File: src/rtl/core/psmm_pkg.sv
// Shared types, constants and helpers of the padded square matrix multiply.
// Used by every module in rtl/core; depends on nothing.
`default_nettype none
package psmm_pkg;

    localparam int MAX_DIM = 16;
    localparam int IDX_W   = $clog2(MAX_DIM);
    localparam int ADDR_W  = 2 * IDX_W;
    localparam int DATA_W  = 32;
    localparam int CFG_W   = 5;
    localparam int CIDX_W  = 2;
    localparam int OP_W    = 2;
    localparam int QDEPTH  = 2;
    localparam int QPTR_W  = $clog2(QDEPTH);
    localparam int QCNT_W  = $clog2(QDEPTH + 1);

    typedef enum logic [OP_W-1:0] {
        OP_WR_A = 2'd0,
        OP_WR_B = 2'd1,
        OP_RD   = 2'd2,
        OP_NOP  = 2'd3
    } t_op;

    typedef enum logic [CIDX_W-1:0] {
        CFG_ROWS_A = 2'd0,
        CFG_COLS_A = 2'd1,
        CFG_ROWS_B = 2'd2,
        CFG_COLS_B = 2'd3
    } t_cfg_idx;

    typedef enum logic [1:0] {
        CMD_WR_A,
        CMD_WR_B,
        CMD_RD,
        CMD_RD_ZERO
    } t_cmd_kind;

    typedef enum logic [1:0] {
        BK_IDLE,
        BK_ISSUE,
        BK_DRAIN
    } t_back_state;

    typedef struct packed {
        logic [CFG_W-1:0] rows_a;
        logic [CFG_W-1:0] cols_a;
        logic [CFG_W-1:0] rows_b;
        logic [CFG_W-1:0] cols_b;
    } t_cfg;

    typedef struct packed {
        t_cmd_kind         kind;
        logic              oor;
        logic [IDX_W-1:0]  row;
        logic [IDX_W-1:0]  col;
        logic [DATA_W-1:0] value;
    } t_cmd;

    localparam logic [CFG_W-1:0] DIM_LIMIT = CFG_W'(MAX_DIM);

    function automatic logic [CFG_W-1:0] eff_dim(input logic [CFG_W-1:0] v);
        return (v > DIM_LIMIT) ? DIM_LIMIT : v;
    endfunction

    function automatic logic [CFG_W-1:0] inner_len(input t_cfg cfg);
        logic [CFG_W-1:0] ca;
        logic [CFG_W-1:0] rb;
        ca = eff_dim(cfg.cols_a);
        rb = eff_dim(cfg.rows_b);
        return (ca < rb) ? ca : rb;
    endfunction

endpackage
`default_nettype wire

File: src/rtl/core/psmm_queue.sv
// Short command queue between the front end and the back end.
// Depends on psmm_pkg.
`default_nettype none
module psmm_queue (
    input  wire logic            i_clk,
    input  wire logic            i_rst_n,
    input  wire logic            i_push,
    output logic                 o_push_ready,
    input  wire psmm_pkg::t_cmd  i_cmd,
    output logic                 o_valid,
    input  wire logic            i_pop,
    output psmm_pkg::t_cmd       o_cmd
);

    psmm_pkg::t_cmd                r_mem [psmm_pkg::QDEPTH];
    logic [psmm_pkg::QPTR_W-1:0]   r_wr_ptr;
    logic [psmm_pkg::QPTR_W-1:0]   r_rd_ptr;
    logic [psmm_pkg::QCNT_W-1:0]   r_count;
    logic                          w_wr;
    logic                          w_rd;

    assign o_push_ready = (r_count != psmm_pkg::QCNT_W'(psmm_pkg::QDEPTH));
    assign o_valid      = (r_count != '0);
    assign w_wr         = i_push && o_push_ready;
    assign w_rd         = i_pop && o_valid;
    assign o_cmd        = r_mem[r_rd_ptr];

    always_ff @(posedge i_clk) begin
        if (w_wr) begin
            r_mem[r_wr_ptr] <= i_cmd;
        end
    end

    always_ff @(posedge i_clk) begin
        if (!i_rst_n) begin
            r_wr_ptr <= '0;
            r_rd_ptr <= '0;
            r_count  <= '0;
        end else begin
            if (w_wr) begin
                r_wr_ptr <= r_wr_ptr + 1'b1;
            end
            if (w_rd) begin
                r_rd_ptr <= r_rd_ptr + 1'b1;
            end
            case ({w_wr, w_rd})
                2'b10:   r_count <= r_count + 1'b1;
                2'b01:   r_count <= r_count - 1'b1;
                default: r_count <= r_count;
            endcase
        end
    end

    a_count_bound: assert property (@(posedge i_clk) disable iff (!i_rst_n)
        r_count <= psmm_pkg::QCNT_W'(psmm_pkg::QDEPTH))
        else $error("queue count above depth");

    a_pop_order: assert property (@(posedge i_clk) disable iff (!i_rst_n)
        (w_rd && !w_wr) |=> (r_count == $past(r_count) - 1'b1))
        else $error("queue count lost a pop");

endmodule
`default_nettype wire

File: config.mk
export PLATFORM = sky130hd
export DESIGN_NAME = psmm_queue
export DESIGN_NICKNAME = d
export VERILOG_FILES = /design/src/rtl/core/psmm_pkg.sv /design/src/rtl/core/psmm_queue.sv
export SDC_FILE = /design/constraint.sdc
export NUM_CORES = 1
export LEC_CHECK = 0
export ABC_AREA = 1
export ABC_CLOCK_PERIOD_IN_PS = 2700
export BUFFER_PORTS_ARGS = -buffer_cell sky130_fd_sc_hd__buf_2
export CORE_MARGIN = 3
export CORE_UTILIZATION = 47
export DETAILED_ROUTE_END_ITERATION = 12
export PLACE_DENSITY = 0.75
export SKIP_CTS_REPAIR_TIMING = 1
export SYNTH_ARGS = -nofsm -noshare
export SYNTH_HDL_FRONTEND = slang
export SYNTH_SLANG_ARGS = --single-unit
File: constraint.sdc
create_clock -name i_clk -period 2.7 [get_ports i_clk]
set_input_delay 0.54 -clock i_clk [delete_from_list [all_inputs] [get_ports i_clk]]
set_output_delay 0.54 -clock i_clk [all_outputs]
set_load 0.03 [all_outputs]
# ---- Word-level counts from Yosys, hierarchy flattened
# Memory sizes are Yosys's and may differ from the RTL's. A register that Yosys moved wholly into a read port is not among the register bits.
# Cells that the tools add are included.
dict set report word_totals {
  output_inout_bits 45
  n_memories 1
  inputBits 47
  wordCells 20
  ramBits 86
  ff_bits 4
}
# memory depth word_bits read_ports rd_ports_with_merged_regs write_ports line
set mem_list {}
lappend mem_list {r_mem 2 43 1 1 1 psmm_queue.sv:15} ;# psmm_pkg::t_cmd r_mem [psmm_pkg::QDEPTH];
dict set report op_classes {
  reduce_logical 4
  addsub 4
  mux 5
  eq_ne 3
}
# op n
set ops {}
lappend ops {{$mux 1} 4}
lappend ops {{$pmux 2 s2} 1}
lappend ops {{$reduce_bool 2->1} 2}
lappend ops {{$add 1x1->1 const B} 2}
lappend ops {{$add 2x1->2 const B} 1}
lappend ops {{$eq 2x1->1 const B} 1}
lappend ops {{$eq 2x2->1 const B} 1}
lappend ops {{$logic_and 1x1->1} 2}
lappend ops {{$ne 2x2->1 const B} 1}
lappend ops {{$sub 2x1->2 const B} 1}

# ---- Logic depth before layout (Yosys ltp)
# Gate-level depths: netlist (run 1).
dict set report depth {
  ltp_word 4
  ltp_mapped 9
  ltp_nobuf 9
}

# ---- Worst setup path before layout (run 1)
# OpenSTA, ideal clock, no wires.
dict set report synth_path {
  path_kind {register to register}
  start {register r_count[0] in the netlist's numbering}
  end {memory r_mem[0][0] in the netlist's numbering (enable)}
  t_arrival_ns 2.627
  setup_time_ns 0.444
  n_path_buf 0
  required_ns 2.256
  slack_ns -0.371
  synth_period_minus_slack_ns 3.071
  path_stages_with_launch 5
  path_cell_list {dfxtp_1 inv_2 nand2_1 nand2_2 nor2_1}
}
dict set report synth_between {
  elab_chain_cells 4
}
# element line
set synth_rtl {}
lappend synth_rtl {{from (decl)} psmm_queue.sv:18} ;# logic [psmm_pkg::QCNT_W-1:0] r_count;
lappend synth_rtl {{from (signal assigned)} psmm_queue.sv:47} ;# 2'b10: r_count <= r_count + 1'b1;
lappend synth_rtl {{from (signal assigned)} psmm_queue.sv:48} ;# 2'b01: r_count <= r_count - 1'b1;
lappend synth_rtl {{from (signal assigned)} psmm_queue.sv:49} ;# default: r_count <= r_count;
lappend synth_rtl {{$ne 2x2->1} psmm_queue.sv:22} ;# assign o_push_ready = (r_count != psmm_pkg::QCNT_W'(psmm_pkg::QDEPTH));
lappend synth_rtl {{net o_push_ready} psmm_queue.sv:8} ;# output logic o_push_ready,
lappend synth_rtl {{$logic_and 1x1->1} psmm_queue.sv:24} ;# assign w_wr = i_push && o_push_ready;
lappend synth_rtl {{$mux 1} psmm_queue.sv:29} ;# if (w_wr) begin
lappend synth_rtl {{$mux 1 (not written as such)} psmm_queue.sv:30} ;# r_mem[r_wr_ptr] <= i_cmd;
lappend synth_rtl {{to (decl)} psmm_queue.sv:15}
# The timed path passes the listed nets, and every way through them passes these cells.

==> key figures, run 1 <==
STA
  – Slew headroom: 0.720
  – Setup TNS: 0 ps
  – Setup-failing EPs final: 0
  – RSZ-0062 raised after global routing: false
  – Final period util: 0.780
  – F_max: 475 MHz
  – Tightest Pin Transition: 420 ps
  – Setup Skew: 9.56 ps
  – Hold Vio Cnt, Final: 0
  – Slew Limit Fails: 0
  – Min Hold Slack: 375 ps
  – Final min period: 2110 ps

Run status
  – Status: completed

Detailed routing
  – WL final: 5560 um
  – 1st-iter DRT viols: 53
  – Post-DRT Antenna Nets: 0
  – Vias: 1749
  – Residual DRC: 0
  – Post-detailed-route wirelength per cell: 14.9 um
  – Drt via density: 4.68
  – DRT Pass-1 Iters: 4

Job
  – Max Cap Viol: 0

Clock tree
  – CTS HTree Levels: 3
  – Clock Tree Buf Depth: 2
  – Reg clk slew, reported paths: 90 ps
  – Root Buffer: clkbuf_8
  – Clock Latency Late Sink: 350 ps
  – CTS Buf Count: 9
  – TritonCTS clock tree: done
  – Clock Sinks: 91

Cells and area
  – Final nets: 318
  – Commonest non-fill, non-tap cells in the layout: buf_2 (91), edfxtp_1 (86), mux2_4 (40), nand2_1 (9), clkbuf_8 (9)
  – Final Non-Filler Cells: 374
  – N_diodes: 0
  – Layout cells sized above 1: 0.567
  – Util after Layout: 0.590
  – Area Overhead vs Synth: 21.2%
  – Most common cell after layout, fill and taps aside: buf_2

Worst setup path
  – CP Capture Type: primary output
  – Reg2reg start: r_count[0]
  – Slowest cell on crit path: mux2_2
  – Startpoint types: flip-flop
  – Worst Path Required: 2160 ps
  – CP bufs+invs: 2
  – CP max FO: 43
  – CP arrival: 1570 ps
  – Crit-path leading delay family: buffers and inverters
  – Slowest Stage Delay on Critical Path: 370 ps
  – Worst path cell trace: buf_12 -> mux2_2 -> buf_2
  – Type of the worst setup path: reg -> out

Synthesis
  – Cells after Synth: 170
  – Synthesized area: 3550 sq um
  – Synth Area per Inst: 20.9 sq um
  – Yosys top cell by area: edfxtp_1
  – Synth warn: 0
  – Syn_nets: 218
  – Largest cells by area after synthesis: edfxtp_1 (73%), mux2_4 (17%), dfxtp_1 (2.8%)
  – Netlist cell types: 18
  – Synthesized flop and latch total: 91
  – Share of Yosys cell area claimed by the top area cell type: 0.728
  – Sequential area share after synthesis: 0.756

Worst hold path
  – Hold crit path type: in -> reg
  – Worst Hold Launch: i_cmd[25]

Global route
  – Vias in the first global route: 1717
  – Number of antenna violations at the first check in global routing: 0
  – First-pass GRT wire length: 8440 um
  – GRT overflow: 0
  – Largest net degree at the start of global routing: 44
  – Gr usage total: 0.133

Floorplan
  – Die extent in y: 92.9 um
  – Core Area: 7290 sq um
  – Die Span X: 92.9 um
  – Initial core utilization: 0.487
  – Die area: 8630 sq um
  – Top-Level Pins: 92
  – Rows: 31

Placed design
  – Placed instance count: 358
  – Dpl hpwl: 3770 um
  – GP Congestion: 0.666
  – Buffers on Ports: 91

Power
  – PwrDens: 859 nW/um^2
  – Leakage: 1.70 nW
  – Worst VDD drop: 519 uV
synthesized netlist by cell type, drive strengths merged:
master / n
edfxtp: 86
mux2: 43
nand2: 10
nor2: 10
buf: 5
dfxtp: 5
inv: 5
a21oi: 1
ha: 1
nand3: 1
nand4: 1
o21a: 1
o21ai: 1
power breakdown:
part | switching (W) | total, W | internal (W)
Sequential | 0.0000491 | 0.00177 | 0.00173
Combinational | 0.000623 | 0.00103 | 0.000411
Clock | 0.000457 | 0.000887 | 0.000430
area by class of cell:
cell class / instances / area [sq um]
Fill cell: 575 / 2990
Multi-Input combinational cell: 69 / 768
Sequential cell: 91 / 2680
Clock buffer: 10 / 128
Timing Repair Buffer: 94 / 515
Clock inverter: 6 / 63.8
Inverter: 5 / 18.8
Tap cell: 99 / 124
worst paths after layout:
kind	endpoint	slack, ps	cells past startpoint
hold / removal	r_mem[0][25]	370	1
hold reg to reg	r_rd_ptr	500	2
setup reg to reg	r_mem[1][21]	1080	5
setup / recovery	o_cmd[30]	590	3
routing by layer:
layer | track usage | wire, um
met3 | 0.0268 | 374
met2 | 0.214 | 2750
met5 | 0 | 0
met4 | 0.0879 | 105
met1 | 0.163 | 2330
flip-flops by register name, indices dropped and copies added (netlist names), named ones only:
register  flops
r_rd_ptr      1
r_mem        86
r_wr_ptr      1
r_count       2
cell families after synthesis:
logic type	after synthesis	synth area share
flops	91	0.756
mux	43	0.179
simple gates	22	0.0257
buf+inv	10	0.0310
compound gates	3	0.00493
fa+ha+maj	1	0.00353
stage by stage:
stage	cell area, sq um	total power [W]	setup slack (ps)
detailed placement	4110	0.00286	971
floorplan	3550	0.00263	326
global route	4300	0.00385	534
global placement	4110	0.00284	975
CTS	4300	0.00374	570
finish	4300	0.00370	593
Power figures use the tool's default switching activity.
==> inputs of run 2 (changes only) <==
Settings changed: ABC_CLOCK_PERIOD_IN_PS 2700 to 1900.
Clock period 2.7 ns to 1.9 ns, I/O delays scaled along.
==> key figures, run 2 (synthesis gave the netlist of run 1 again) <==
Worst setup path
  – CP max FO: 22 (was 43)
  – Worst Path Required: 1520 ps (was 2160 ps)
  – CP arrival: 1480 ps (was 1570 ps)
  – Type of the worst setup path: reg -> out (unchanged)
  – Startpoint types: flip-flop (unchanged)
  – CP Capture Type: primary output (unchanged)
  – Worst reg2reg path depth: 9 (was 5)
  – Reg2reg start: r_count[0] (unchanged)

Cells and area
  – Final nets: 319 (was 318)
  – N_diodes: 0 (unchanged)
  – Layout cells sized above 1: 0.572 (was 0.567)
  – Fill cells: 578 (was 575)
  – Top flop regs: r_mem (86), r_count (2) (unchanged)
  – Final instance area: 4360 sq um (was 4300 sq um)
  – Max FFs per register: 86 (unchanged)
  – Most common cell after layout, fill and taps aside: buf_2 (unchanged)
  – Largest register by flop count: r_mem (unchanged)
  – Util after Layout: 0.598 (was 0.590)
  – Area Overhead vs Synth: 22.9% (was 21.2%)
  – Commonest non-fill, non-tap cells in the layout: buf_2 (91), edfxtp_1 (86), mux2_4 (40), nand2_1 (9), clkbuf_8 (9) (unchanged)

Clock tree
  – Root Buffer: clkbuf_8 (unchanged)
  – Clock Tree Buf Depth: 2 (unchanged)
  – Clock Sinks: 91 (unchanged)
  – Clock Latency Late Sink: 350 ps (about the same)
  – CTS Buf Count: 9 (unchanged)
  – CTS HTree Levels: 3 (unchanged)
  – TritonCTS clock tree: done (unchanged)
  – Reg clk slew, reported paths: 90 ps (about the same)

Worst hold path
  – Worst Hold Depth: 1 (unchanged)
  – Worst Hold Launch: i_cmd[22] (was i_cmd[25])
  – Hold crit path type: in -> reg (unchanged)

Floorplan
  – Core Area: 7290 sq um (unchanged)
  – Initial core utilization: 0.487 (unchanged)
  – Die area: 8630 sq um (unchanged)
  – Rows: 31 (unchanged)
  – Die extent in y: 92.9 um (unchanged)
  – Top-Level Pins: 92 (unchanged)
  – Die Span X: 92.9 um (unchanged)

STA
  – Slew headroom: 0.831 (was 0.720)
  – Slew Limit Fails: 0 (unchanged)
  – Min Hold Slack: 216 ps (was 375 ps)
  – F_max: 537 MHz
  – Final min period: 1860 ps
  – Setup-failing EPs final: 0 (unchanged)
  – Post-route setup slack: 38.9 ps (was 593 ps)
  – Hold Vio Cnt, Final: 0 (unchanged)
  – Final period util: 0.980
  – Tightest Pin Transition: 254 ps (was 420 ps)
  – Setup Skew: 8.11 ps (was 9.56 ps)
  – RSZ-0062 raised after global routing: true (was false)

Power
  – PwrDens: 1250 nW/um^2 (was 859 nW/um^2)
  – Leakage: 1.72 nW (was 1.70 nW)
  – Worst VDD drop: 602 uV (was 519 uV)

Global route
  – Largest net degree at the start of global routing: 44 (unchanged)
  – Routing usage on met2: 0.236 (was 0.214)
  – Vias in the first global route: 1895 (was 1717)
  – GRT overflow: 0 (unchanged)
  – Grt met3 use: 0.0398 (was 0.0268)
  – Gr usage total: 0.136 (was 0.133)
  – Number of antenna violations at the first check in global routing: 0 (unchanged)
  – First-pass GRT wire length: 8730 um (was 8440 um)
  – GR peak layer: met2 (unchanged)
  – Met1 Track Usage GR: 0.142 (was 0.163)

Detailed routing
  – Vias: 1807 (was 1749)
  – Post-detailed-route wirelength per cell: 15.6 um (was 14.9 um)
  – DRT Pass-1 Iters: 4 (unchanged)
  – Drt via density: 4.82 (was 4.68)
  – Residual DRC: 0 (unchanged)
  – WL final: 5840 um (was 5560 um)
  – Post-DRT Antenna Nets: 0 (unchanged)
  – 1st-iter DRT viols: 63 (was 53)

Placed design
  – Dpl hpwl: 3710 um (was 3770 um)
  – GP Congestion: 0.681 (was 0.666)
  – Placed inst area: 4110 sq um (unchanged)
  – Pre-CTS setup slack: 327 ps (was 971 ps)
  – Buffers on Ports: 91 (unchanged)

Job
  – Max Cap Viol: 0 (unchanged)

Run status
  – Status: completed (unchanged)
-- run 2: cell types whose count changed in the layout (fill, tap and decap cells not counted), sizes merged --
cell,previous run,this run
bufinv,1,2
clkinv,2,1
clkinvlp,1,2
-- run 2: metal layers --
metal	up-vias	share of wire
met5	-	0
met4	0	0.028
met3	13	0.055
met2	61	0.52
met1	881	0.40
li1	852	-
-- run 2: power breakdown --
group / total (W) / internal [W] / switching, W
Combinational: 0.00150 / 0.000605 / 0.000900
Sequential: 0.00253 / 0.00245 / 0.0000778
Clock: 0.00142 / 0.000750 / 0.000669
Total: 0.00545 / 0.00381 / 0.00165
-- run 2: worst max-delay path, cell delays in order (launching register included) --
cell and delay [ps]:
dfxtp_4 390, buf_12 200, mux2_2 350, buf_2 180
-- run 2: per-stage QoR --
step	TNS, ps	instances	total power (W)
floorplan	-40310	170	0.00374
global placement	0	358	0.00403
detailed placement	0	358	0.00407
CTS	-1080	374	0.00549
global route	-55.0	375	0.00567
finish	0	375	0.00545
-- run 2: worst paths after layout --
path                       end  slack (ps)
setup / recovery     o_cmd[30]          40
hold reg to reg       r_rd_ptr         500
hold / removal    r_mem[0][22]         220
setup reg to reg    r_count[1]         390
-- run 2: cell type report --
| type | count | area, sq um | area share |
|---|---|---|---|
| Sequential cell | 91 | 2690 | 0.616 |
| Multi-Input combinational cell | 69 | 768 | 0.176 |
| Timing Repair Buffer | 95 | 541 | 0.124 |
| Clock buffer | 9 | 124 | 0.0284 |
| Tap cell | 99 | 124 | 0.0284 |
| Clock inverter | 7 | 98.8 | 0.0227 |
| Inverter | 5 | 18.8 | 0.00430 |
