File: src/rtl/core/psmm_pkg.sv
// Shared types, constants and helpers of the padded square matrix multiply.
// Used by every module in rtl/core; depends on nothing.
`default_nettype none
package psmm_pkg;

    localparam int MAX_DIM = 16;
    localparam int IDX_W   = $clog2(MAX_DIM);
    localparam int ADDR_W  = 2 * IDX_W;
    localparam int DATA_W  = 32;
    localparam int CFG_W   = 5;
    localparam int CIDX_W  = 2;
    localparam int OP_W    = 2;
    localparam int QDEPTH  = 2;
    localparam int QPTR_W  = $clog2(QDEPTH);
    localparam int QCNT_W  = $clog2(QDEPTH + 1);

    typedef enum logic [OP_W-1:0] {
        OP_WR_A = 2'd0,
        OP_WR_B = 2'd1,
        OP_RD   = 2'd2,
        OP_NOP  = 2'd3
    } t_op;

    typedef enum logic [CIDX_W-1:0] {
        CFG_ROWS_A = 2'd0,
        CFG_COLS_A = 2'd1,
        CFG_ROWS_B = 2'd2,
        CFG_COLS_B = 2'd3
    } t_cfg_idx;

    typedef enum logic [1:0] {
        CMD_WR_A,
        CMD_WR_B,
        CMD_RD,
        CMD_RD_ZERO
    } t_cmd_kind;

    typedef enum logic [1:0] {
        BK_IDLE,
        BK_ISSUE,
        BK_DRAIN
    } t_back_state;

    typedef struct packed {
        logic [CFG_W-1:0] rows_a;
        logic [CFG_W-1:0] cols_a;
        logic [CFG_W-1:0] rows_b;
        logic [CFG_W-1:0] cols_b;
    } t_cfg;

    typedef struct packed {
        t_cmd_kind         kind;
        logic              oor;
        logic [IDX_W-1:0]  row;
        logic [IDX_W-1:0]  col;
        logic [DATA_W-1:0] value;
    } t_cmd;

    localparam logic [CFG_W-1:0] DIM_LIMIT = CFG_W'(MAX_DIM);

    function automatic logic [CFG_W-1:0] eff_dim(input logic [CFG_W-1:0] v);
        return (v > DIM_LIMIT) ? DIM_LIMIT : v;
    endfunction

    function automatic logic [CFG_W-1:0] inner_len(input t_cfg cfg);
        logic [CFG_W-1:0] ca;
        logic [CFG_W-1:0] rb;
        ca = eff_dim(cfg.cols_a);
        rb = eff_dim(cfg.rows_b);
        return (ca < rb) ? ca : rb;
    endfunction

endpackage
`default_nettype wire

File: src/rtl/core/psmm_front.sv
// Front end: accepts input beats, classifies them into back-end commands.
// Depends on psmm_pkg; feeds psmm_queue.
`default_nettype none
module psmm_front (
    input  wire logic                         i_valid,
    output logic                              o_ready,
    input  wire logic [psmm_pkg::OP_W-1:0]    i_op,
    input  wire logic [psmm_pkg::IDX_W-1:0]   i_row,
    input  wire logic [psmm_pkg::IDX_W-1:0]   i_col,
    input  wire logic [psmm_pkg::DATA_W-1:0]  i_value,
    input  wire psmm_pkg::t_cfg               i_cfg,
    output logic                              o_push,
    input  wire logic                         i_push_ready,
    output psmm_pkg::t_cmd                    o_cmd
);

    logic w_oor;
    logic w_keep;

    assign w_oor = ({1'b0, i_row} >= i_cfg.rows_a) || ({1'b0, i_col} >= i_cfg.cols_b);

    always_comb begin
        o_cmd.row   = i_row;
        o_cmd.col   = i_col;
        o_cmd.value = i_value;
        o_cmd.oor   = w_oor;
        o_cmd.kind  = psmm_pkg::CMD_RD_ZERO;
        w_keep      = 1'b1;
        case (psmm_pkg::t_op'(i_op))
            psmm_pkg::OP_WR_A: o_cmd.kind = psmm_pkg::CMD_WR_A;
            psmm_pkg::OP_WR_B: o_cmd.kind = psmm_pkg::CMD_WR_B;
            psmm_pkg::OP_RD: begin
                if (w_oor || psmm_pkg::inner_len(i_cfg) == '0) begin
                    o_cmd.kind = psmm_pkg::CMD_RD_ZERO;
                end else begin
                    o_cmd.kind = psmm_pkg::CMD_RD;
                end
            end
            default: w_keep = 1'b0;
        endcase
    end

    assign o_ready = i_push_ready;
    assign o_push  = i_valid && w_keep;

endmodule
`default_nettype wire

File: config.mk
export PLATFORM = sky130hd
export DESIGN_NAME = psmm_front
export DESIGN_NICKNAME = d
export VERILOG_FILES = /design/src/rtl/core/psmm_pkg.sv /design/src/rtl/core/psmm_front.sv
export SDC_FILE = /design/constraint.sdc
export NUM_CORES = 1
export LEC_CHECK = 0
export ABC_CLOCK_PERIOD_IN_PS = 3300
export BUFFER_PORTS_ARGS = -buffer_cell sky130_fd_sc_hd__buf_2
export CAP_MARGIN = 20
export CORE_AREA = 4 4 51 53
export DETAILED_ROUTE_END_ITERATION = 10
export DIE_AREA = 0 0 55 57
export PLACE_DENSITY_LB_ADDON = 0.1
export SYNTH_ARGS = -nofsm -noshare
export SYNTH_HDL_FRONTEND = slang
export SYNTH_SLANG_ARGS = --single-unit
export TNS_END_PERCENT = 10
File: constraint.sdc
create_clock -name vclk -period 3.3
set_clock_uncertainty 0.05 [all_clocks]
set_input_delay 0.66 -clock vclk [all_inputs]
set_output_delay 0.66 -clock vclk [all_outputs]
set_load 0.02 [all_outputs]
======== Word level (Yosys, flattened, before mapping) ========
Cells that the tools add are included.
storage, ports and cells
  output and inout bits ................... 45
  word-level logic and storage cells ...... 19
  bits in registers ....................... 0
cells by class
  mux-type cells .......................... 6
  equal/unequal tests ..................... 2
  $lt $le $gt $ge ......................... 5
  reduce and logical (&&, ||, !) cells .... 6
operator list
  kind                                                                   count
  5-bit 2-to-1 mux                                                       3
  4-bit by 5-bit greater-or-equal comparator with 1-bit output           2
  5-bit > comparator, second input constant                              2
  2-bit case mux with 3 select lines                                     1
  5-bit logical NOT                                                      1
  5-bit < comparator                                                     1
  3-bit OR reduction                                                     1
  2-bit by 1-bit equality test with 1-bit output, second input constant  1
  2-bit equality test, second input constant                             1
  2-bit logical NOT                                                      1
  1-bit logical OR                                                       2
  1-bit 2-to-1 mux                                                       2
  1-bit logical AND                                                      1

======== Longest topological paths before layout ========
Gate-level depths: netlist of run 1.
  depth after elaboration ................. 8
  depth in mapped cells ................... 7

======== Least setup slack after synthesis of run 1 ========
OpenSTA, ideal clock, no wires.
  path kind ............................... input to output
  start point ............................. in i_cfg[9] (netlist bit)
  end point ............................... out o_cmd[41] (netlist bit)
  stages .................................. 7
  data arrival time ....................... 2.055 ns
  required time ........................... 2.590 ns
  path slack .............................. 0.535 ns
  cell sequence ........................... inv_1 nand2_1 ha_1 a21oi_1 o21ai_0 a2111o_1 a41oi_2
RTL lines
  item                RTL line          text
  start: declaration  psmm_front.sv:11  input wire psmm_pkg::t_cfg i_cfg,
  end: declaration    psmm_front.sv:14  output psmm_pkg::t_cmd o_cmd

==> metrics, run 1 <==
run status finished clean; Final Cycle Share roughly nine tenths; Psw about 0.042 mW; max-slew violations 0; total I/O pin count 109; Yosys warnings 0; arrival time of the worst setup path between 2000 and 2500 ps; gr ovfl total 0; sequential cell count 0; fin crit period slightly above 3000 ps; die extent in y 57 um; first-pass GRT wire length 1.876 mm; endpoint required time on the critical path approximately 2600 ps; combined flip-flop and latch cell area 0 um^2; final std cell area, no fill 628.1 um^2; most frequent cells in the layout 43 x sky130_fd_sc_hd__buf_2, 12 x sky130_fd_sc_hd__ha_1, 11 x sky130_fd_sc_hd__inv_1, 6 x sky130_fd_sc_hd__nand2_1, 4 x sky130_fd_sc_hd__nor2_1; Avg WL per Cell about 10 um; final setup violating endpoints 0; setup repair after global routing missed its margin false; number of different library cells in the post-synthesis netlist 21; number of antenna violations at the first check in global routing 0; die footprint between 3000 and 4000 um^2; cell area reported after detailed placement approximately 630 um^2; Synth Net Count 172; vias in the first global route between 500 and 600; Area growth, synth to finish -9.874%; sequential cell area fraction in the yosys report 0%; via total after detailed routing 540; Worst IR Drop VDD between 0.03 and 0.04 mV; number of instances in the synthesized netlist between 90 and 100; area share of the largest cell type after synthesis between 40% and 50%; Tightest Pin Transition approximately 390 ps; Worst Path Class, Setup in2out; internal power summed over all cells approximately 0.037 mW; top cell type by total area after synthesis sky130_fd_sc_hd__buf_4; first drt pass iteration count 4; layout filler cell count 248; highest clock frequency the design can meet approximately 330 MHz; biggest area contributors in the synthesized netlist sky130_fd_sc_hd__buf_4 45%, sky130_fd_sc_hd__ha_1 22%, sky130_fd_sc_hd__inv_1 5.9%; total core area around 2100 um^2; drt first-iter violations 1; max-cap violations 0; Avg Inst Size Synth 7.260 um^2; count of antenna-violating nets left after detailed routing 0; total setup buffers inserted after CTS 0; headroom to the max-slew limit about 73%; highest-delay cell along the critical path sky130_fd_sc_hd__a2111o_1; kind of end point of the critical path output pin; number of cell rows 17; CLK BUF 0; Min-Delay Path Class in2out; Antenna Cells 0; sequential fraction of design power 0%; Net count, final 174; IO Port Bufs between 40 and 50; maximum number of pins on one net before global-route repair 7; kind of start point of the critical path primary input; layout cells sized above 1 between 40% and 50%; most common cell after layout, fill and taps aside sky130_fd_sc_hd__buf_2; largest fanout on the critical path 6; GP Congestion 0.7924; cell repeated most along the worst path sky130_fd_sc_hd__buf_2; Resized cells post-CTS 0; initial cell density of the core between 30% and 40%; die width between 50 and 60 um; Power Dens Cells ~130 nW/um^2; largest stage delay on the critical path 410 ps; total wirelength of the detailed-routed design 1.240 mm; aggregate negative setup slack 0 ps; detailed-route vias per instance about 4.4; leakage power total 0.3743 nW; critical path cell sequence buf_2 > inv_1 > nand2_1 > ha_1 > a21oi_1 > o21ai_0 > a2111o_1 > a41oi_2 > buf_2; Hold Vio Cnt, Final 0; overall fraction of global-route tracks in use 7.220%; Post-Syn Area 696.9 um^2; area of the multi-input gates roughly 340 um^2; switching share of power between 50% and 60%; combinational group share of total power 100.0%; number of buffers inserted by hold repair at cts 0; Clk pwr share 0%; DRC violation count after routing 0
[power groups by stage]
| stage | logic, mW | clock network [mW] | registers, mW |
|---|---|---|---|
| after floorplan | 0.113 | 0 | 0 |
| after global placement | 0.0816 | 0 | 0 |
| after detailed placement | 0.0811 | 0 | 0 |
| after CTS | 0.0814 | 0 | 0 |
| after global routing | 0.0915 | 0 | 0 |
| final | 0.0793 | 0 | 0 |
[final timing paths]
kind | start | end | slack, ps | cells after the start
setup / recovery | i_cfg[9] | o_cmd[41] | 280 | 9
hold / removal | i_value[22] | o_cmd[22] | 1270 | 0
[kinds of logic (layout without fill, tap and decap cells)]
| group | after synthesis | count (layout) | share of synthesized area [%] |
|---|---|---|---|
| compound gates | 11 | 11 | 13.29 |
| fa+ha+maj | 12 | 12 | 21.54 |
| buf+inv | 54 | 54 | 51.70 |
| simple gates | 19 | 19 | 13.46 |
[area by class of cell]
| type | count | area share, % |
|---|---|---|
| inverters | 11 | 6.574 |
| multi-input cells | 42 | 53.59 |
| well taps | 28 | 5.578 |
| repair buffers | 43 | 34.26 |
[critical path: cells and delay by family]
family          cells  cell delay (ps)
buf+inv             3              420
fa+ha+maj           1              290
compound gates      4              870
simple gates        1               80
[cells in the mapped netlist]
| cell type | n |
|---|---|
| sky130_fd_sc_hd__a41oi_2 | 1 |
| sky130_fd_sc_hd__a2111oi_0 | 2 |
| sky130_fd_sc_hd__o21ai_0 | 1 |
| sky130_fd_sc_hd__nor2_1 | 4 |
| sky130_fd_sc_hd__o32a_1 | 1 |
| sky130_fd_sc_hd__inv_1 | 11 |
| sky130_fd_sc_hd__clkbuf_1 | 1 |
| sky130_fd_sc_hd__or4_1 | 1 |
| sky130_fd_sc_hd__nor3_1 | 1 |
| sky130_fd_sc_hd__a21boi_0 | 1 |
| sky130_fd_sc_hd__nand2b_1 | 2 |
| sky130_fd_sc_hd__nor2b_1 | 3 |
| sky130_fd_sc_hd__nor4_1 | 1 |
| sky130_fd_sc_hd__nand2_1 | 6 |
| sky130_fd_sc_hd__a21oi_1 | 2 |
| sky130_fd_sc_hd__a2111o_1 | 1 |
| sky130_fd_sc_hd__ha_1 | 12 |
| sky130_fd_sc_hd__o21a_1 | 1 |
| sky130_fd_sc_hd__buf_4 | 42 |
| sky130_fd_sc_hd__or3_1 | 1 |
| sky130_fd_sc_hd__o211ai_1 | 1 |
[per-stage QoR]
step           std cells  hold WS (ps)  worst slack (ps)  utilization (%)  total power, mW
2_1_floorplan         96          1383             535.0                -           0.1133
3_3_place_gp         124          1270             339.4            29.24          0.08159
3_5_place_dp         124          1270             269.7            29.24          0.08111
4_1_cts              124          1270             265.8            29.24          0.08136
5_1_grt              124          1270             163.9            29.24          0.09151
6_report             124          1270             275.7            29.24          0.07932
[layer usage]
layer / vias to the layer above / part of all wire, % / track usage [%] / routed length, um
li1: 275 / - / - / -
met1: 208 / 35 / 7.547 / 439
met2: 43 / 39 / 11.66 / 488
met3: 14 / 21 / 3.394 / 265
met4: 0 / 3.8 / 3.819 / 47
met5: - / 0 / 0 / 0
Note: power is estimated with default switching activity, not from simulation.
==> run 2, diff against run 1 <==
--- a/config.mk
+++ b/config.mk
@@ -12,6 +12,7 @@
 export DETAILED_ROUTE_END_ITERATION = 10
 export DIE_AREA = 0 0 55 57
 export PLACE_DENSITY_LB_ADDON = 0.1
+export REMOVE_ABC_BUFFERS = 1
 export SYNTH_ARGS = -nofsm -noshare
 export SYNTH_HDL_FRONTEND = slang
 export SYNTH_SLANG_ARGS = --single-unit
==> run 2 against run 1 <==
  * Non-clock buffer count unchanged
  * Sequential cell count stayed put
  * Maximum frequency is 0.63% higher
  * Combinational power rose by 0.5%
  * Clock-buffer cell count unchanged
  * Cell count stayed put
  * Sequential share of layout area unchanged
  * Die area unchanged
  * Global-route usage is 7.7 points higher
  * Design area unchanged
  * Critical path depth unchanged
  * Via count grew 3.3%
  * Largest power group unchanged
==> metrics, run 2 (synthesis results as in run 1) <==
HPWL Detailed approximately 2.4 mm; vias in the first global route 560 (+5.5%); DRC violation count after routing 0 (unchanged); Total Power 0.07967 mW (+0.44%); drt first-iter violations 1 (unchanged); setup repair after global routing missed its margin false; layout cells sized above 1 45.83% (unchanged); Net count, final 174 (unchanged); Hold Vio Cnt, Final 0 (unchanged); Antenna Cells 0 (unchanged); Area growth, synth to finish -9.874% (unchanged); total core area 2148 um^2 (unchanged); first-pass GRT wire length 3.298 mm (+76%); sequential fraction of design power 0% (unchanged); aggregate negative setup slack 0 ps (unchanged); worst-case setup margin in the final layout 294.7 ps (+19.07 ps); overall fraction of global-route tracks in use 14.90% (+7.7 points); arrival time of the worst setup path 2300 ps (about the same); total I/O pin count 109 (unchanged); run status finished clean; gr ovfl total 0 (unchanged); final setup violating endpoints 0 (unchanged); Cell Count, Final, Fillers Out 124 (unchanged); highest-delay cell along the critical path sky130_fd_sc_hd__a2111o_1; most common cell after layout, fill and taps aside sky130_fd_sc_hd__buf_2; Min-Delay Path Class in2out; IO Port Bufs 43 (unchanged); GP Congestion 0.6581 (-17%); hold_sp i_value[0]; CLK BUF 0 (unchanged); cell repeated most along the worst path sky130_fd_sc_hd__buf_2; count of antenna-violating nets left after detailed routing 0 (unchanged); switching share of power 53.06% (+0.18 points); detailed-route vias per instance 4.500 (+3.3%); Clk pwr share 0% (unchanged); largest fanout on the critical path 6 (unchanged); Tightest Pin Transition 412.8 ps (+20.00 ps); number of buffers inserted by hold repair at cts 0 (unchanged); Psw 0.04227 mW (+0.77%); total setup buffers inserted after CTS 0 (unchanged); sequential cell count 0 (unchanged); Worst Path Class, Setup in2out; hold path endpoint o_cmd[0]; Hold Path Cell Cnt 0 (unchanged); Avg WL per Cell 20.05 um (+100%); combined flip-flop and latch cell area 0 um^2 (unchanged); number of antenna violations at the first check in global routing 0 (unchanged); combinational group share of total power 100.0% (about the same); die footprint 3135 um^2 (unchanged); max-slew violations 0 (unchanged); die width 55 um (unchanged); number of cell rows 17 (unchanged); fin crit period 3005 ps (-19.07 ps); kind of end point of the critical path output pin; share of the core filled with cells 29.24% (unchanged); maximum number of pins on one net before global-route repair 7 (unchanged); highest clock frequency the design can meet 332.8 MHz (+0.63%); internal power summed over all cells 0.03740 mW (about the same); cell count after placement 124 (unchanged); leakage power total 0.3743 nW (unchanged); initial cell density of the core 32.44% (unchanged); headroom to the max-slew limit 71.77% (-1.4 points); Worst IR Drop VDD 0.03609 mV (+3.5%); Setup WS pre-CTS 282.1 ps (+12.34 ps); most frequent cells in the layout 43 x sky130_fd_sc_hd__buf_2, 12 x sky130_fd_sc_hd__ha_1, 11 x sky130_fd_sc_hd__inv_1, 6 x sky130_fd_sc_hd__nand2_1, 4 x sky130_fd_sc_hd__nor2_1; layout filler cell count 259 (+4.4%); die extent in y 57 um (unchanged); endpoint required time on the critical path 2590 ps (about the same); max-cap violations 0 (unchanged); total wirelength of the detailed-routed design 2.486 mm (+100%); Power Dens Cells 126.8 nW/um^2 (+0.44%); Final Cycle Share 91.07% (-0.58 points); Resized cells post-CTS 0 (unchanged); kind of start point of the critical path primary input; largest stage delay on the critical path 410 ps (about the same); first drt pass iteration count 2 (-2); critical path cell sequence buf_2 > inv_1 > nand2_1 > ha_1 > a21oi_1 > o21ai_0 > a2111o_1 > a41oi_2 > buf_2; via total after detailed routing 558 (+3.3%)
[run 2: cell counts in the layout (fill, tap and decap cells not counted)]
Identical to the previous run, type by type.
[run 2: final cells by class]
class                      count  area, um^2  area share, %
inverter                      11       41.29          6.574
multi-input combinational     42       336.6          53.59
tap                           28       35.03          5.578
timing repair buffer          43       215.2          34.26
[run 2: how the worst max path moves through the flow]
stage | start | end | slack [ps] | cells after the start
floorplan | i_cfg[9] | o_cmd[41] | 540 | 7
global placement | i_cfg[9] | o_cmd[41] | 330 | 9
detailed placement | i_cfg[9] | o_cmd[41] | 280 | 9
CTS | i_cfg[9] | o_cmd[41] | 280 | 9
global route | i_cfg[9] | o_cmd[41] | 130 | 9
finish | i_cfg[9] | o_cmd[41] | 290 | 9
[run 2: stage by stage]
step | cell area (um^2) | hold WS (ps)
6_report | 628.1 | 1270
5_1_grt | 628.1 | 1270
4_1_cts | 628.1 | 1270
3_5_place_dp | 628.1 | 1270
3_3_place_gp | 628.1 | 1270
2_1_floorplan | 377.9 | 1270
[run 2: worst max-delay path, delay by kind of cell]
family,cells,cell delay (ps)
AOI/OAI and AO/OA,4,840
buffers and inverters,3,420
adders and majority gates,1,290
and+or+nand+nor,1,80
[run 2: power groups by stage]
stage                     combinational, mW  sequential (mW)  clock (mW)
after floorplan                      0.0369                0           0
after global placement               0.0809                0           0
after detailed placement             0.0812                0           0
after CTS                            0.0817                0           0
after global routing                 0.0931                0           0
final                                0.0797                0           0
[run 2: layer usage]
metal,vias to the layer above,share of wire (%),track usage (%)
met5,-,0,3.704
met4,0,0,0
met3,0,30,18.54
met2,63,37,18.75
met1,218,32,16.82
li1,277,-,-
==> run 3, diff against run 2 <==
--- a/config.mk
+++ b/config.mk
@@ -11,6 +11,7 @@
 export CORE_AREA = 4 4 51 53
 export DETAILED_ROUTE_END_ITERATION = 10
 export DIE_AREA = 0 0 55 57
+export MAX_ROUTING_LAYER = met4
 export PLACE_DENSITY_LB_ADDON = 0.1
 export REMOVE_ABC_BUFFERS = 1
 export SYNTH_ARGS = -nofsm -noshare
==> run 3 against run 2 <==
  * Power about the same
  * Maximum frequency about the same
  * Die area unchanged
  * Routed wire length decreased by 0.76%
  * Highest routed layer unchanged
  * Largest power group unchanged
  * Critical path depth unchanged
  * Combinational power about the same
  * First-iteration DRC count unchanged
  * Critical path type unchanged
  * Via count decreased by 0.72%
  * Clock-buffer cell count unchanged
  * Utilization unchanged
  * Setup slack about the same
==> metrics, run 3 (synthesis results as in run 1) <==
run status finished clean; Net count, final 174 (unchanged); leakage power total 0.3743 nW (unchanged); Setup WS pre-CTS 282.1 ps (unchanged); endpoint required time on the critical path 2590 ps (about the same); HPWL Detailed 2.371 mm (unchanged); CLK BUF 0 (unchanged); family with the most delay on the worst path compound AO/OA/AOI/OAI gates; drt first-iter violations 1 (unchanged); number of cell rows 17 (unchanged); met2 capacity usage during global routing 18.41% (-0.34 points); arrival time of the worst setup path 2290 ps (about the same); first-pass GRT wire length 3.263 mm (-1.1%); largest fanout on the critical path 6 (unchanged); first drt pass iteration count 2 (unchanged); total setup buffers inserted after CTS 0 (unchanged); most frequent cells in the layout 43 x sky130_fd_sc_hd__buf_2, 12 x sky130_fd_sc_hd__ha_1, 11 x sky130_fd_sc_hd__inv_1, 6 x sky130_fd_sc_hd__nand2_1, 4 x sky130_fd_sc_hd__nor2_1; headroom to the max-slew limit 71.77% (unchanged); die footprint 3135 um^2 (unchanged); count of antenna-violating nets left after detailed routing 0 (unchanged); global routing met1 resource utilization 17.77% (+0.94 points); Resized cells post-CTS 0 (unchanged); largest stage delay on the critical path 410 ps (about the same); Tightest Pin Transition 412.8 ps (unchanged); gr ovfl total 0 (unchanged); Buffers & Inverters on Critical Path 3 (unchanged); aggregate negative setup slack 0 ps (unchanged); maximum number of pins on one net before global-route repair 7 (unchanged); total wirelength of the detailed-routed design 2.467 mm (-0.76%); gr busiest metal met2; max-slew violations 0 (unchanged); total core area 2148 um^2 (unchanged); Area growth, synth to finish -9.874% (unchanged); kind of end point of the critical path output pin; sequential cell count 0 (unchanged); number of buffers inserted by hold repair at cts 0 (unchanged); critical path cell sequence buf_2 > inv_1 > nand2_1 > ha_1 > a21oi_1 > o21ai_0 > a2111o_1 > a41oi_2 > buf_2; Final Cycle Share 91.06% (about the same); layout cells sized above 1 45.83% (unchanged); final setup violating endpoints 0 (unchanged); Min-Delay Path Class in2out; Worst IR Drop VDD 0.03609 mV (unchanged); most common cell after layout, fill and taps aside sky130_fd_sc_hd__buf_2; Antenna Cells 0 (unchanged); startpoint of the most critical setup path i_cfg[9]; total I/O pin count 109 (unchanged); highest clock frequency the design can meet 332.8 MHz (about the same); worst-case setup margin in the final layout 295.0 ps (+0.2830 ps); vias in the first global route 557 (-0.54%); initial cell density of the core 32.44% (unchanged); number of antenna violations at the first check in global routing 0 (unchanged); detailed-route vias per instance 4.468 (-0.72%); Avg WL per Cell 19.90 um (-0.76%); combined flip-flop and latch cell area 0 um^2 (unchanged); die width 55 um (unchanged); Power Dens Cells 126.8 nW/um^2 (about the same); hold_sp i_value[0]; max-cap violations 0 (unchanged); overall fraction of global-route tracks in use 15.22% (+0.32 points); GP Congestion 0.6642 (+0.93%); IO Port Bufs 43 (unchanged); fin crit period 3005 ps (-0.2830 ps); Worst Path Class, Setup in2out; global-route met3 utilization 17.49% (-1.0 points); cell repeated most along the worst path sky130_fd_sc_hd__buf_2; via total after detailed routing 554 (-0.72%); DRC violation count after routing 0 (unchanged); highest-delay cell along the critical path sky130_fd_sc_hd__a2111o_1; die extent in y 57 um (unchanged); kind of start point of the critical path primary input; setup repair after global routing missed its margin false; Hold Vio Cnt, Final 0 (unchanged)
## run 3: cell counts in the layout (fill, tap and decap cells not counted)
Identical to the previous run, type by type.
## run 3: routing by layer
| layer | up-vias | wire (um) |
|---|---|---|
| met5 | - | 0 |
| met4 | 0 | 0 |
| met3 | 0 | 717 |
| met2 | 57 | 909 |
| met1 | 220 | 840 |
| li1 | 277 | - |
## run 3: final timing paths
path | end | slack, ps | cells after the start
min | o_cmd[0] | 1270 | 0
max | o_cmd[41] | 300 | 9
## run 3: layout make-up
| type | count | area [um^2] |
|---|---|---|
| Tap cell | 28 | 35.03 |
| Multi-Input combinational cell | 42 | 336.6 |
| Fill cell | 259 | 1520 |
| Inverter | 11 | 41.29 |
| Timing Repair Buffer | 43 | 215.2 |
## run 3: report_power, final
| part | switching, mW | internal (mW) | leakage, nW | total, mW |
|---|---|---|---|---|
| Sequential | 0 | 0 | 0 | 0 |
| Clock | 0 | 0 | 0 | 0 |
| Combinational | 0.0423 | 0.0374 | 0.374 | 0.0797 |
| Total | 0.0423 | 0.0374 | 0.374 | 0.0797 |
## run 3: stage by stage
stage | std cells | total power, mW | utilization, % | hold WS, ps | cell area, um^2
detailed placement | 124 | 0.08118 | 29.24 | 1270 | 628.1
global placement | 124 | 0.08091 | 29.24 | 1270 | 628.1
floorplan | 53 | 0.03690 | - | 1270 | 377.9
CTS | 124 | 0.08172 | 29.24 | 1270 | 628.1
global route | 124 | 0.09312 | 29.24 | 1270 | 628.1
finish | 124 | 0.07967 | 29.24 | 1270 | 628.1
